$ cat config.mk
export PLATFORM = sky130hd
export DESIGN_NAME = packbits_compressor_core
export DESIGN_NICKNAME = d
export VERILOG_FILES = /design/src/pbc_pkg.sv /design/src/pbc_datapath.sv /design/src/pbc_ctrl.sv /design/src/packbits_compressor_core.sv
export SDC_FILE = /design/constraint.sdc
export NUM_CORES = 2
export LEC_CHECK = 0
export BUFFER_PORTS_ARGS = -buffer_cell sky130_fd_sc_hd__buf_2
export CAP_MARGIN = 20
export CORE_ASPECT_RATIO = 0.9
export CORE_UTILIZATION = 51
export CTS_CLUSTER_DIAMETER = 150
export DETAILED_ROUTE_END_ITERATION = 7
export PLACE_DENSITY = 0.67
export SETUP_SLACK_MARGIN = 0.3
export SLEW_MARGIN = 20
export SYNTH_ARGS = -nofsm -noshare
export SYNTH_HDL_FRONTEND = slang
export SYNTH_HIERARCHICAL = 1
export SYNTH_SLANG_ARGS = --single-unit
$ cat constraint.sdc
create_clock -name clk -period 5.75 [get_ports clk]
set_input_delay 1.725 -clock clk [delete_from_list [all_inputs] [get_ports clk]]
set_output_delay 1.725 -clock clk [all_outputs]
set_load 0.1 [all_outputs]
$ cat src/pbc_pkg.sv
// Shared types and codes for the PackBits compressor.
`timescale 1ns / 1ps
package pbc_pkg;

	localparam int STORE_DEPTH = 128;
	localparam int STORE_AW    = 7;

	// run count operations
	localparam logic [2:0] R_HOLD = 3'd0;
	localparam logic [2:0] R_INC  = 3'd1;
	localparam logic [2:0] R_DEC  = 3'd2;
	localparam logic [2:0] R_ZERO = 3'd3;
	localparam logic [2:0] R_LOAD = 3'd4;

	// literal count operations
	localparam logic [1:0] L_HOLD = 2'd0;
	localparam logic [1:0] L_PUSH = 2'd1;
	localparam logic [1:0] L_ZERO = 2'd2;

	// byte source for the packer
	localparam logic [2:0] E_NONE  = 3'd0;
	localparam logic [2:0] E_LHDR  = 3'd1;
	localparam logic [2:0] E_LBODY = 3'd2;
	localparam logic [2:0] E_RHDR  = 3'd3;
	localparam logic [2:0] E_RVAL  = 3'd4;

	typedef struct packed {
		logic       latch;
		logic [2:0] r_op;
		logic       v_zero;
		logic [1:0] l_op;
		logic [2:0] emit;
		logic       idx_clr;
		logic       idx_inc;
		logic       flush;
	} pbc_cmd_t;

	typedef struct packed {
		logic [7:0] run_cnt;
		logic [7:0] lit_cnt;
		logic       eq;
		logic       fin;
		logic       adv;
		logic       out_free;
		logic       pk_empty;
		logic       idx_last;
	} pbc_stat_t;

endpackage

$ cat src/pbc_datapath.sv
// Datapath: run and literal state, literal memory, byte packer and output register.
`timescale 1ns / 1ps
module pbc_datapath (
	input  logic               clk,
	input  logic               arst_n,
	input  logic [7:0]         data_byte,
	input  logic               final_byte,
	input  pbc_pkg::pbc_cmd_t  cmd,
	output pbc_pkg::pbc_stat_t st,
	output logic               out_valid,
	input  logic               out_ready,
	output logic [63:0]        out_bytes,
	output logic [3:0]         byte_count,
	output logic               burst_last,
	output logic               block_end
);

	logic [7:0]  b_q;
	logic        fin_q;
	logic [7:0]  v_q;
	logic [7:0]  r_q;
	logic [7:0]  l_q;
	logic [pbc_pkg::STORE_AW-1:0] idx_q;
	logic [pbc_pkg::STORE_AW-1:0] rd_addr;
	logic [7:0]  rd_q;
	logic [7:0]  store_q [pbc_pkg::STORE_DEPTH];

	logic [63:0] pk_word_q;
	logic [3:0]  pk_cnt_q;
	logic        out_valid_q;
	logic [63:0] out_word_q;
	logic [3:0]  out_cnt_q;
	logic        out_last_q;
	logic        out_end_q;

	logic [7:0]  ebyte;
	logic        emit_go;
	logic        adv;
	logic        out_free;
	logic        load_full;
	logic        load_flush;

	assign adv      = !(pk_cnt_q == 4'd8 && out_valid_q && !out_ready);
	assign out_free = !out_valid_q || out_ready;
	assign emit_go  = cmd.emit != pbc_pkg::E_NONE;
	assign load_full  = emit_go && pk_cnt_q == 4'd8;
	assign load_flush = cmd.flush && pk_cnt_q != 4'd0;

	always_comb begin
		unique case (cmd.emit)
			pbc_pkg::E_LHDR:  ebyte = l_q - 8'd1;
			pbc_pkg::E_LBODY: ebyte = rd_q;
			pbc_pkg::E_RHDR:  ebyte = 8'd1 - r_q;
			pbc_pkg::E_RVAL:  ebyte = v_q;
			default:          ebyte = 8'd0;
		endcase
	end

	always_comb begin
		priority if (cmd.idx_clr) begin
			rd_addr = '0;
		end else if (cmd.idx_inc) begin
			rd_addr = idx_q + 1'b1;
		end else begin
			rd_addr = idx_q;
		end
	end

	assign st.run_cnt  = r_q;
	assign st.lit_cnt  = l_q;
	assign st.eq       = b_q == v_q;
	assign st.fin      = fin_q;
	assign st.adv      = adv;
	assign st.out_free = out_free;
	assign st.pk_empty = pk_cnt_q == 4'd0;
	assign st.idx_last = idx_q == l_q[pbc_pkg::STORE_AW-1:0] - 1'b1;

	// input item, run and literal state
	always_ff @(posedge clk or negedge arst_n) begin
		if (!arst_n) begin
			fin_q <= 1'b0;
			v_q   <= 8'd0;
			r_q   <= 8'd0;
			l_q   <= 8'd0;
			idx_q <= '0;
		end else begin
			if (cmd.latch) begin
				fin_q <= final_byte;
			end
			unique case (cmd.r_op)
				pbc_pkg::R_INC:  r_q <= r_q + 8'd1;
				pbc_pkg::R_DEC:  r_q <= r_q - 8'd1;
				pbc_pkg::R_ZERO: r_q <= 8'd0;
				pbc_pkg::R_LOAD: begin
					r_q <= 8'd1;
					v_q <= b_q;
				end
				default: ;
			endcase
			if (cmd.v_zero) begin
				v_q <= 8'd0;
			end
			unique case (cmd.l_op)
				pbc_pkg::L_PUSH: l_q <= l_q + 8'd1;
				pbc_pkg::L_ZERO: l_q <= 8'd0;
				default: ;
			endcase
			if (cmd.idx_clr) begin
				idx_q <= '0;
			end else if (cmd.idx_inc) begin
				idx_q <= idx_q + 1'b1;
			end
		end
	end

	always_ff @(posedge clk) begin
		if (cmd.latch) begin
			b_q <= data_byte;
		end
	end

	// literal memory
	always_ff @(posedge clk) begin
		if (cmd.l_op == pbc_pkg::L_PUSH) begin
			store_q[l_q[pbc_pkg::STORE_AW-1:0]] <= v_q;
		end
		rd_q <= store_q[rd_addr];
	end

	// byte packer; a full word is held until the next byte proves it is not the last
	always_ff @(posedge clk or negedge arst_n) begin
		if (!arst_n) begin
			pk_word_q <= 64'd0;
			pk_cnt_q  <= 4'd0;
		end else if (load_full) begin
			pk_word_q <= {56'd0, ebyte};
			pk_cnt_q  <= 4'd1;
		end else if (emit_go) begin
			pk_word_q[pk_cnt_q[2:0]*8 +: 8] <= ebyte;
			pk_cnt_q <= pk_cnt_q + 4'd1;
		end else if (load_flush) begin
			pk_word_q <= 64'd0;
			pk_cnt_q  <= 4'd0;
		end
	end

	// output register
	always_ff @(posedge clk or negedge arst_n) begin
		if (!arst_n) begin
			out_valid_q <= 1'b0;
		end else if (load_full || load_flush) begin
			out_valid_q <= 1'b1;
		end else if (out_ready) begin
			out_valid_q <= 1'b0;
		end
	end

	always_ff @(posedge clk) begin
		if (load_full || load_flush) begin
			out_word_q <= pk_word_q;
			out_cnt_q  <= pk_cnt_q;
			out_last_q <= load_flush;
			out_end_q  <= load_flush && fin_q;
		end
	end

	assign out_valid  = out_valid_q;
	assign out_bytes  = out_word_q;
	assign byte_count = out_cnt_q;
	assign burst_last = out_last_q;
	assign block_end  = out_end_q;

	a_pk_cnt_range: assert property (@(posedge clk) disable iff (!arst_n)
		pk_cnt_q <= 4'd8)
		else $error("packer count above eight");
	a_word_count: assert property (@(posedge clk) disable iff (!arst_n)
		out_valid_q && !out_last_q |-> out_cnt_q == 4'd8)
		else $error("non-final word not full");
	a_end_is_last: assert property (@(posedge clk) disable iff (!arst_n)
		out_valid_q && out_end_q |-> out_last_q && out_cnt_q != 4'd0)
		else $error("block end without burst end");

endmodule

$ cat src/pbc_ctrl.sv
// Controller state machine that sequences runs, literals and word flushes.
`timescale 1ns / 1ps
module pbc_ctrl #(
	parameter int MAX_SEGMENT = 128
) (
	input  logic               clk,
	input  logic               arst_n,
	input  logic               in_valid,
	output logic               in_ready,
	input  pbc_pkg::pbc_stat_t st,
	output pbc_pkg::pbc_cmd_t  cmd
);

	localparam logic [7:0] SEG = 8'(MAX_SEGMENT);

	localparam logic [2:0] S_IDLE  = 3'd0;
	localparam logic [2:0] S_DISP  = 3'd1;
	localparam logic [2:0] S_LA    = 3'd2;
	localparam logic [2:0] S_LHDR  = 3'd3;
	localparam logic [2:0] S_LBODY = 3'd4;
	localparam logic [2:0] S_RHDR  = 3'd5;
	localparam logic [2:0] S_RVAL  = 3'd6;
	localparam logic [2:0] S_FLUSH = 3'd7;

	logic [2:0] state_q, state_d;
	logic       main_q, main_d;
	logic       fdone_q, fdone_d;
	logic       la_q, la_d;
	logic       new_q, new_d;
	logic [7:0] r;
	logic [7:0] l;

	assign r = st.run_cnt;
	assign l = st.lit_cnt;
	assign in_ready = state_q == S_IDLE;

	always_comb begin
		state_d = state_q;
		main_d  = main_q;
		fdone_d = fdone_q;
		la_d    = la_q;
		new_d   = new_q;
		cmd     = '0;
		unique case (state_q)
			S_IDLE: begin
				if (in_valid) begin
					cmd.latch = 1'b1;
					main_d    = 1'b0;
					fdone_d   = 1'b0;
					state_d   = S_DISP;
				end
			end
			S_DISP: begin
				priority if (la_q) begin
					state_d = S_LA;
				end else if (main_q && r >= 8'd3 && r >= SEG) begin
					state_d = S_RHDR;
				end else if (!main_q) begin
					main_d = 1'b1;
					priority if (r >= 8'd3) begin
						if (st.eq) begin
							cmd.r_op = pbc_pkg::R_INC;
						end else begin
							new_d   = 1'b1;
							state_d = S_RHDR;
						end
					end else if (r != 8'd0 && st.eq) begin
						cmd.r_op = pbc_pkg::R_INC;
						// a run forms: flush the pending literal first
						if (r == 8'd2 && l != 8'd0) begin
							state_d = S_LHDR;
						end
					end else if (r != 8'd0) begin
						main_d  = 1'b0;
						la_d    = 1'b1;
						state_d = S_LA;
					end else begin
						cmd.r_op = pbc_pkg::R_LOAD;
					end
				end else if (st.fin && !fdone_q) begin
					priority if (r >= 8'd3) begin
						fdone_d = 1'b1;
						state_d = S_RHDR;
					end else if (r != 8'd0) begin
						la_d    = 1'b1;
						state_d = S_LA;
					end else begin
						fdone_d = 1'b1;
						if (l != 8'd0) begin
							state_d = S_LHDR;
						end
					end
				end else begin
					state_d = S_FLUSH;
				end
			end
			S_LA: begin
				// move one lookahead byte into the literal
				cmd.l_op = pbc_pkg::L_PUSH;
				cmd.r_op = pbc_pkg::R_DEC;
				if (r == 8'd1) begin
					la_d = 1'b0;
				end
				priority if (l + 8'd1 >= SEG) begin
					state_d = S_LHDR;
				end else if (r == 8'd1) begin
					state_d = S_DISP;
				end else begin
					state_d = S_LA;
				end
			end
			S_LHDR: begin
				if (st.adv) begin
					cmd.emit    = pbc_pkg::E_LHDR;
					cmd.idx_clr = 1'b1;
					state_d     = S_LBODY;
				end
			end
			S_LBODY: begin
				if (st.adv) begin
					cmd.emit    = pbc_pkg::E_LBODY;
					cmd.idx_inc = 1'b1;
					if (st.idx_last) begin
						cmd.l_op = pbc_pkg::L_ZERO;
						state_d  = S_DISP;
					end
				end
			end
			S_RHDR: begin
				if (st.adv) begin
					cmd.emit = pbc_pkg::E_RHDR;
					state_d  = S_RVAL;
				end
			end
			S_RVAL: begin
				if (st.adv) begin
					cmd.emit = pbc_pkg::E_RVAL;
					cmd.r_op = new_q ? pbc_pkg::R_LOAD : pbc_pkg::R_ZERO;
					new_d    = 1'b0;
					state_d  = S_DISP;
				end
			end
			S_FLUSH: begin
				if (st.pk_empty || st.out_free) begin
					cmd.flush  = 1'b1;
					cmd.v_zero = st.fin;
					state_d    = S_IDLE;
				end
			end
			default: state_d = S_IDLE;
		endcase
	end

	always_ff @(posedge clk or negedge arst_n) begin
		if (!arst_n) begin
			state_q <= S_IDLE;
			main_q  <= 1'b0;
			fdone_q <= 1'b0;
			la_q    <= 1'b0;
			new_q   <= 1'b0;
		end else begin
			state_q <= state_d;
			main_q  <= main_d;
			fdone_q <= fdone_d;
			la_q    <= la_d;
			new_q   <= new_d;
		end
	end

	a_idle_bounds: assert property (@(posedge clk) disable iff (!arst_n)
		state_q == S_IDLE |-> r < SEG && l < SEG)
		else $error("segment limit reached between requests");
	a_la_nonzero: assert property (@(posedge clk) disable iff (!arst_n)
		la_q |-> r != 8'd0 && r < 8'd3)
		else $error("lookahead drain with bad run count");
	a_run_no_lit: assert property (@(posedge clk) disable iff (!arst_n)
		state_q == S_IDLE && r >= 8'd3 |-> l == 8'd0)
		else $error("open run with pending literal");

endmodule

$ cat src/packbits_compressor_core.sv
// Top level of the streaming PackBits compressor.
// Output: a full word leaves as the next byte enters the packer, the last word at the flush.
// Sequence: a request that sends nothing passes the accept, dispatch and flush states;
//   each emitted byte, lookahead move, further dispatch and output stall lengthens it, and
//   a new byte is accepted only back in the idle state.
// Reset: arst_n clears control, counts, packer and output valid, not the literal memory.
`timescale 1ns / 1ps
module packbits_compressor_core #(
	parameter int MAX_SEGMENT = 128
) (
	input  logic        clk,
	input  logic        arst_n,
	input  logic        in_valid,
	output logic        in_ready,
	input  logic [7:0]  data_byte,
	input  logic        final_byte,
	output logic        out_valid,
	input  logic        out_ready,
	output logic [63:0] out_bytes,
	output logic [3:0]  byte_count,
	output logic        burst_last,
	output logic        block_end
);

	pbc_pkg::pbc_cmd_t  cmd;
	pbc_pkg::pbc_stat_t st;

	pbc_ctrl #(
		.MAX_SEGMENT(MAX_SEGMENT)
	) u_ctrl (
		.clk      (clk),
		.arst_n   (arst_n),
		.in_valid (in_valid),
		.in_ready (in_ready),
		.st       (st),
		.cmd      (cmd)
	);

	pbc_datapath u_dp (
		.clk        (clk),
		.arst_n     (arst_n),
		.data_byte  (data_byte),
		.final_byte (final_byte),
		.cmd        (cmd),
		.st         (st),
		.out_valid  (out_valid),
		.out_ready  (out_ready),
		.out_bytes  (out_bytes),
		.byte_count (byte_count),
		.burst_last (burst_last),
		.block_end  (block_end)
	);

endmodule

# [Yosys cells after proc, flatten, opt, wreduce, memory -nomap -nowiden]
# Memory sizes are Yosys's and may differ from the RTL's. A register that Yosys moved wholly into a read port is not among the register bits.
# Index checks and enable logic that the tools add are counted.
[word_totals] regBits=186 word_cells=208 output_inout_bits=72 ram_bits=1024 mem_count=1
[op_classes] add_sub_neg=9 order_cmp=3 reduce_logical=35 muxes=98 shift=2 eq_ne=42
[memory_table] name="u_dp.store_q" depth=128 word_bits=8 read_ports=1 rd_ports_with_merged_regs=1 write_ports=1 line_no="pbc_datapath.sv:26" text="logic [7:0] store_q [pbc_pkg::STORE_DEPTH];"
[op_table] operator="two-way mux 64 bit" n=3
[op_table] operator="two-way mux 3 bit" n=28
[op_table] operator="bitwise mux 64 bit" n=1
[op_table] operator="one-hot mux 8 bit (4 select lines)" n=2
[op_table] operator="variable shift 8 x 34 -> 64 bit (first input constant)" n=1
[op_table] operator="indexed part select 8 x 34 -> 64 bit" n=1
[op_table] operator="two-way mux 1 bit" n=42
[op_table] operator="negation 6 -> 34 bit" n=1
[op_table] operator="one-hot mux 3 bit (8 select lines)" n=1
[op_table] operator="inequality test 2 bit (second input constant)" n=10
[op_table] operator="equality test 3 x 2 -> 1 bit (second input constant)" n=6
[op_table] operator="equality test 3 bit (second input constant)" n=6
[op_table] operator="adder 8 x 1 -> 8 bit (second input constant)" n=2
[op_table] operator="greater-or-equal comparator 8 bit (second input constant)" n=2
[op_table] operator="two-way mux 8 bit" n=2
[op_table] operator="one-hot mux 8 bit (2 select lines)" n=1
[op_table] operator="nonzero test 8 bit" n=2
[op_table] operator="subtractor 8 x 1 -> 8 bit (second input constant)" n=2
[op_table] operator="two-way mux 7 bit" n=2
[op_table] operator="AND reduction 7 bit" n=2
[op_table] operator="two-way mux 4 bit" n=3
[op_table] operator="one-hot mux 3 bit (4 select lines)" n=1
[op_table] operator="nonzero test 2 bit" n=6
[op_table] operator="AND reduction 11 bit" n=1
[op_table] operator="other kinds (33)" n=61

# [Depth between registers and ports, before layout]
[depth] depth_word=11 mapped_depth=23

# [By module]
# The synthesis kept the hierarchy.
[by_module_without_submodules] module="pbc_datapath" cells_per_inst=3402 seq_area_each_um2=35779.3 n_inst=1 area_per_inst_um2=48258.8
[by_module_without_submodules] module="pbc_ctrl" cells_per_inst=104 seq_area_each_um2=175.2 n_inst=1 area_per_inst_um2=764.5

# [Worst setup path after synthesis]
# No wires, ideal clock.
[synth_timing] path_type="input to register" from="input port out_ready" to="register u_dp.r_q[7]" t_required_ns=5.626 n_path_buf=2 arrival_time_ns=4.854 cell_stages=17 setup_slack_ns=0.773 path_cell_list="nand2b_1 > nand2b_1 > buf_4 > nand4b_1 > inv_1 > a32o_1 > clkbuf_1 > nor2_1 > ha_1 > a21o_1 > a21oi_1 > o21bai_1 > a21oi_1 > o21ai_0 > mux2_2 > o21ai_0 > a211o_1"
[synth_lines] item="from (decl)" line_no="packbits_compressor_core.sv:18" text="input logic out_ready,"
[synth_lines] item="to (signal assigned)" line_no="pbc_datapath.sv:91" text="pbc_pkg::R_INC: r_q <= r_q + 8'd1;"
[synth_lines] item="to (signal assigned)" line_no="pbc_datapath.sv:92" text="pbc_pkg::R_DEC: r_q <= r_q - 8'd1;"
[synth_lines] item="to (decl)" line_no="pbc_datapath.sv:21" text="logic [7:0] r_q;"

==> impl_metrics.toml <==
[finish]
drive_gt1_frac = 0.1306
register_area_mm2 = 0.03598
fill_cells = 7301
final_net_count = 3680
multiInputGateArea_mm2 = 0.01181
area_delta_synth_final_pct = 12.12
fin_area_mm2 = 0.05497

[global_route]
grt_pass1_vias = 29264
grt_pass1_wl_um = 186800
grtUsageTotal = 0.2562
grt_max_degree = 119
grt-ovfl-total = 0
antenna_found_initial = 0

[clock_network]
hold_buffers = 0
clkTransAtPathRegs_ns = 0.06
cts_buffers = 115
post_cts_buffers = 0
cts_max_path_buffers = 3
tritoncts = "built"
cts.sinks = 1218
cts_root_buffer = "clkbuf_16"
h-tree-depth = 3
clock_latency_ns = 0.71
cts_resized = 0

[worst_setup_path]
crit_slowest_cell = "buf_4"
crit_path_max_incr_delay_ns = 0.41
crit_chain = "buf_2 > nand2b_1 > nand2b_1 > nand2_1 > nor3_1 > buf_4 > mux2_4 > nand2b_4 > buf_12 > buf_4 > nand2_1 > a22oi_1 > o22ai_1 > nor3_1 > o21ai_0 > nand4_1"
cp_max_fo = 85
worstSetupPathType = "input pin to flop"
cp-start-kind = "input pin"
end_kind = "flop"
crit_arrival_ns = 5.63
cp.required_ns = 6.39

[yosys]
syn-mean-instance-area_um2 = 13.98
syn_inst = 3506
synthArstFlopShare = 0.08867
synth_seq_cells = 1218
ys_types = 83
yosys_most_used_dff = "edfxtp_1"
ys_warn_count = 6
syn_area_mm2 = 0.04902
synth_top_area_share = 0.6750
synth_largest_area_cell = "edfxtp_1"
synth_area_leaders = "edfxtp_1 68%, dfrtp_1 5.5%, nand2_1 4.6%, a21oi_1 4.0%, mux2i_1 2.0%"
synth-edff-count = 1102
yosysSeqAreaShare = 0.7334
syn_nets = 3535

[power_and_ir_drop]
total_power_mw = 30.70
p_per_area_mw_per_mm2 = 558.5
ir_drop_v = 0.0004811
power.leakage_nw = 19.14

[detailed_routing]
drtIter0Drc = 4042
avgRoutedWirePerCell_um = 25.04
met3WireLength_um = 11810
viasPerCell = 6.151
drc = 18
routed_wl_um = 125200
met1_length_um = 52360
final_antenna_net_count = 0
dr.pass1.iters = 7
wl_met2_um = 57110
vias = 30751
top_layer_used = "met4"

[timing]
hold_ws_ns = 0.4438
tns_ns = 0
max_slew_margin = 0.2452
clock.fmax_ghz = 0.2005
post-route-min-period_ns = 4.988
final_hold_viol_count = 0
finalSetupViolCount = 0
fin_worst_skew_ns = 0.02900
rsz0062_at_grt = "no"
slew_violations = 0
worst_pin_slew_ns = 1.120
finalCritPeriodShare = 0.8674

[floorplanning]
die-width_um = 328.8
pin_count = 85
std_cell_rows = 107
initial_core_util = 0.5165
die-area_mm2 = 0.09737
core-area_mm2 = 0.09492
die_h_um = 296.1

[placement]
gp_congestion = 0.8926
dp_hpwl_um = 75670
io_buffers = 84
place_area_mm2 = 0.05134

[status]
outcome = "finished with violations"
violations = "DRC"

[job]
maxCapViolCount = 0

[min_path]
hp-class = "flop to flop"
==> synthesized netlist by cell type, types with 4 or more instances <==
master and count:
a211oi_1 6, a21o_1 5, a21oi_1 389, a221oi_1 99
a22o_1 6, a22oi_1 80, a311o_1 9, a31oi_1 11
a32oi_1 10, and2_1 6, and3_1 5, buf_1 8
buf_2 84, buf_4 24, buf_6 14, buf_8 4
clkbuf_1 85, dfrtp_1 108, dfxtp_1 8, edfxtp_1 1102
ha_1 15, inv_1 22, mux2_2 8, mux2i_1 97
mux4_2 32, nand2_1 605, nand2b_1 11, nand3_1 64
nand4_1 16, nor2_1 186, nor2b_1 15, nor3_1 59
nor3b_1 8, nor4_1 18, o211ai_1 11, o21ai_0 129
o22a_1 6, o22ai_1 34, o31ai_1 6, o32ai_1 4
xnor2_1 27, xor2_1 11
==> path summary, 6_finish.rpt <==
check	end	cells past startpoint	slack, ns	startpoint
setup / recovery	u_dp/rd_q[5]	16	0.76	out_ready
hold / removal	u_dp/out_bytes[19]	0	0.44	u_dp/pk_word_q[19]
setup reg to reg	u_dp/rd_q[5]	17	0.86	u_dp/pk_cnt_q[0]
hold reg to reg	u_dp/out_bytes[19]	0	0.44	u_dp/pk_word_q[19]
max in group asynchronous	u_dp/pk_word_q[45]	2	3.51	arst_n
min in group asynchronous	u_dp/pk_word_q[37]	1	1.13	arst_n
==> power by group <==
part / switching (mW) / internal (mW)
Combinational: 8.07 / 3.58
Clock: 3.25 / 4.05
Sequential: 0.665 / 11.1
Total: 12.0 / 18.7
==> through the flow <==
step / instances / utilization / setup slack (ns)
global route: 4998 / 0.5791 / 0.5186
global placement: 4787 / 0.5408 / 0.1414
floorplan: 3506 / - / 0.7725
CTS: 4998 / 0.5791 / 0.8223
detailed placement: 4787 / 0.5408 / 0.1043
finish: 4999 / 0.5791 / 0.7624
==> state kept, by name (all words and copies together) (netlist names), 3 cells and up <==
signal	cells
u_dp/rd_q	8
u_dp/r_q	8
u_dp/pk_cnt_q	4
u_dp/idx_q	7
u_dp/l_q	8
u_dp/v_q	8
u_dp/out_bytes	64
u_dp/b_q	8
u_dp/byte_count	4
u_dp/store_q	1024
u_ctrl/state_q	3
u_dp/pk_word_q	64
==> cells by family (layout without fill, tap and decap cells) <==
kind of cell	count (synthesis)	count (layout)	share of synthesized area
AOI/OAI and AO/OA	834	834	0.1050
DFF	1218	1218	0.7334
muxes	139	139	0.03688
buffers and inverters	245	484	0.02611
other	0	1	0
and+or+nand+nor	1015	1015	0.08734
adders and majority gates	17	17	0.004441
xor gates and xnor gates	38	38	0.006789
==> cells in the final DEF (no fill, tap or decap), drive strengths merged, types with 5 or more instances in the layout <==
cell and count:
dfrtp 108, buf 247, ha 15, a211oi 6, xor2 11, nand2b 12, clkbuf 157, edfxtp 1102
a311o 9, inv 30, nor2 186, a22o 6, o22a 6, mux2i 97, and3 5, dfxtp 8
a31oi 11, nand2 605, mux2 10, o22ai 34, a21o 5, and2 6, nor4 18, o211ai 11
xnor2 27, nor3 60, a221oi 102, mux4 32, a21oi 390, nand3 64, a22oi 80, o21ai 132
nand4 16, clkinv 43, nor2b 15, a32oi 10, nor3b 8, o31ai 6
==> final cells by class <==
type / instances / share of cell area
Clock buffer: 157 / 0.05780
Antenna cell: 1 / 0.00004553
Multi-Input combinational cell: 2043 / 0.2149
Sequential cell: 1218 / 0.6547
Tap cell: 1253 / 0.02852
Inverter: 26 / 0.002299
Timing Repair Buffer: 247 / 0.03360
Clock inverter: 54 / 0.008195
==> layer usage <==
layer  GRT usage  vias up
met3     0.04903      244
met4     0.08032        0
li1            -    13601
met1      0.3706    15344
met2      0.3939     1562
met5           0        -
==> worst max-delay path, delay by kind of cell <==
kind	cells	cell delay [ns]
buffers and inverters	4	1.03
AOI/OAI and AO/OA	3	0.85
muxes	1	0.36
and+or+nand+nor	8	1.54
Power figures use the tool's default switching activity.
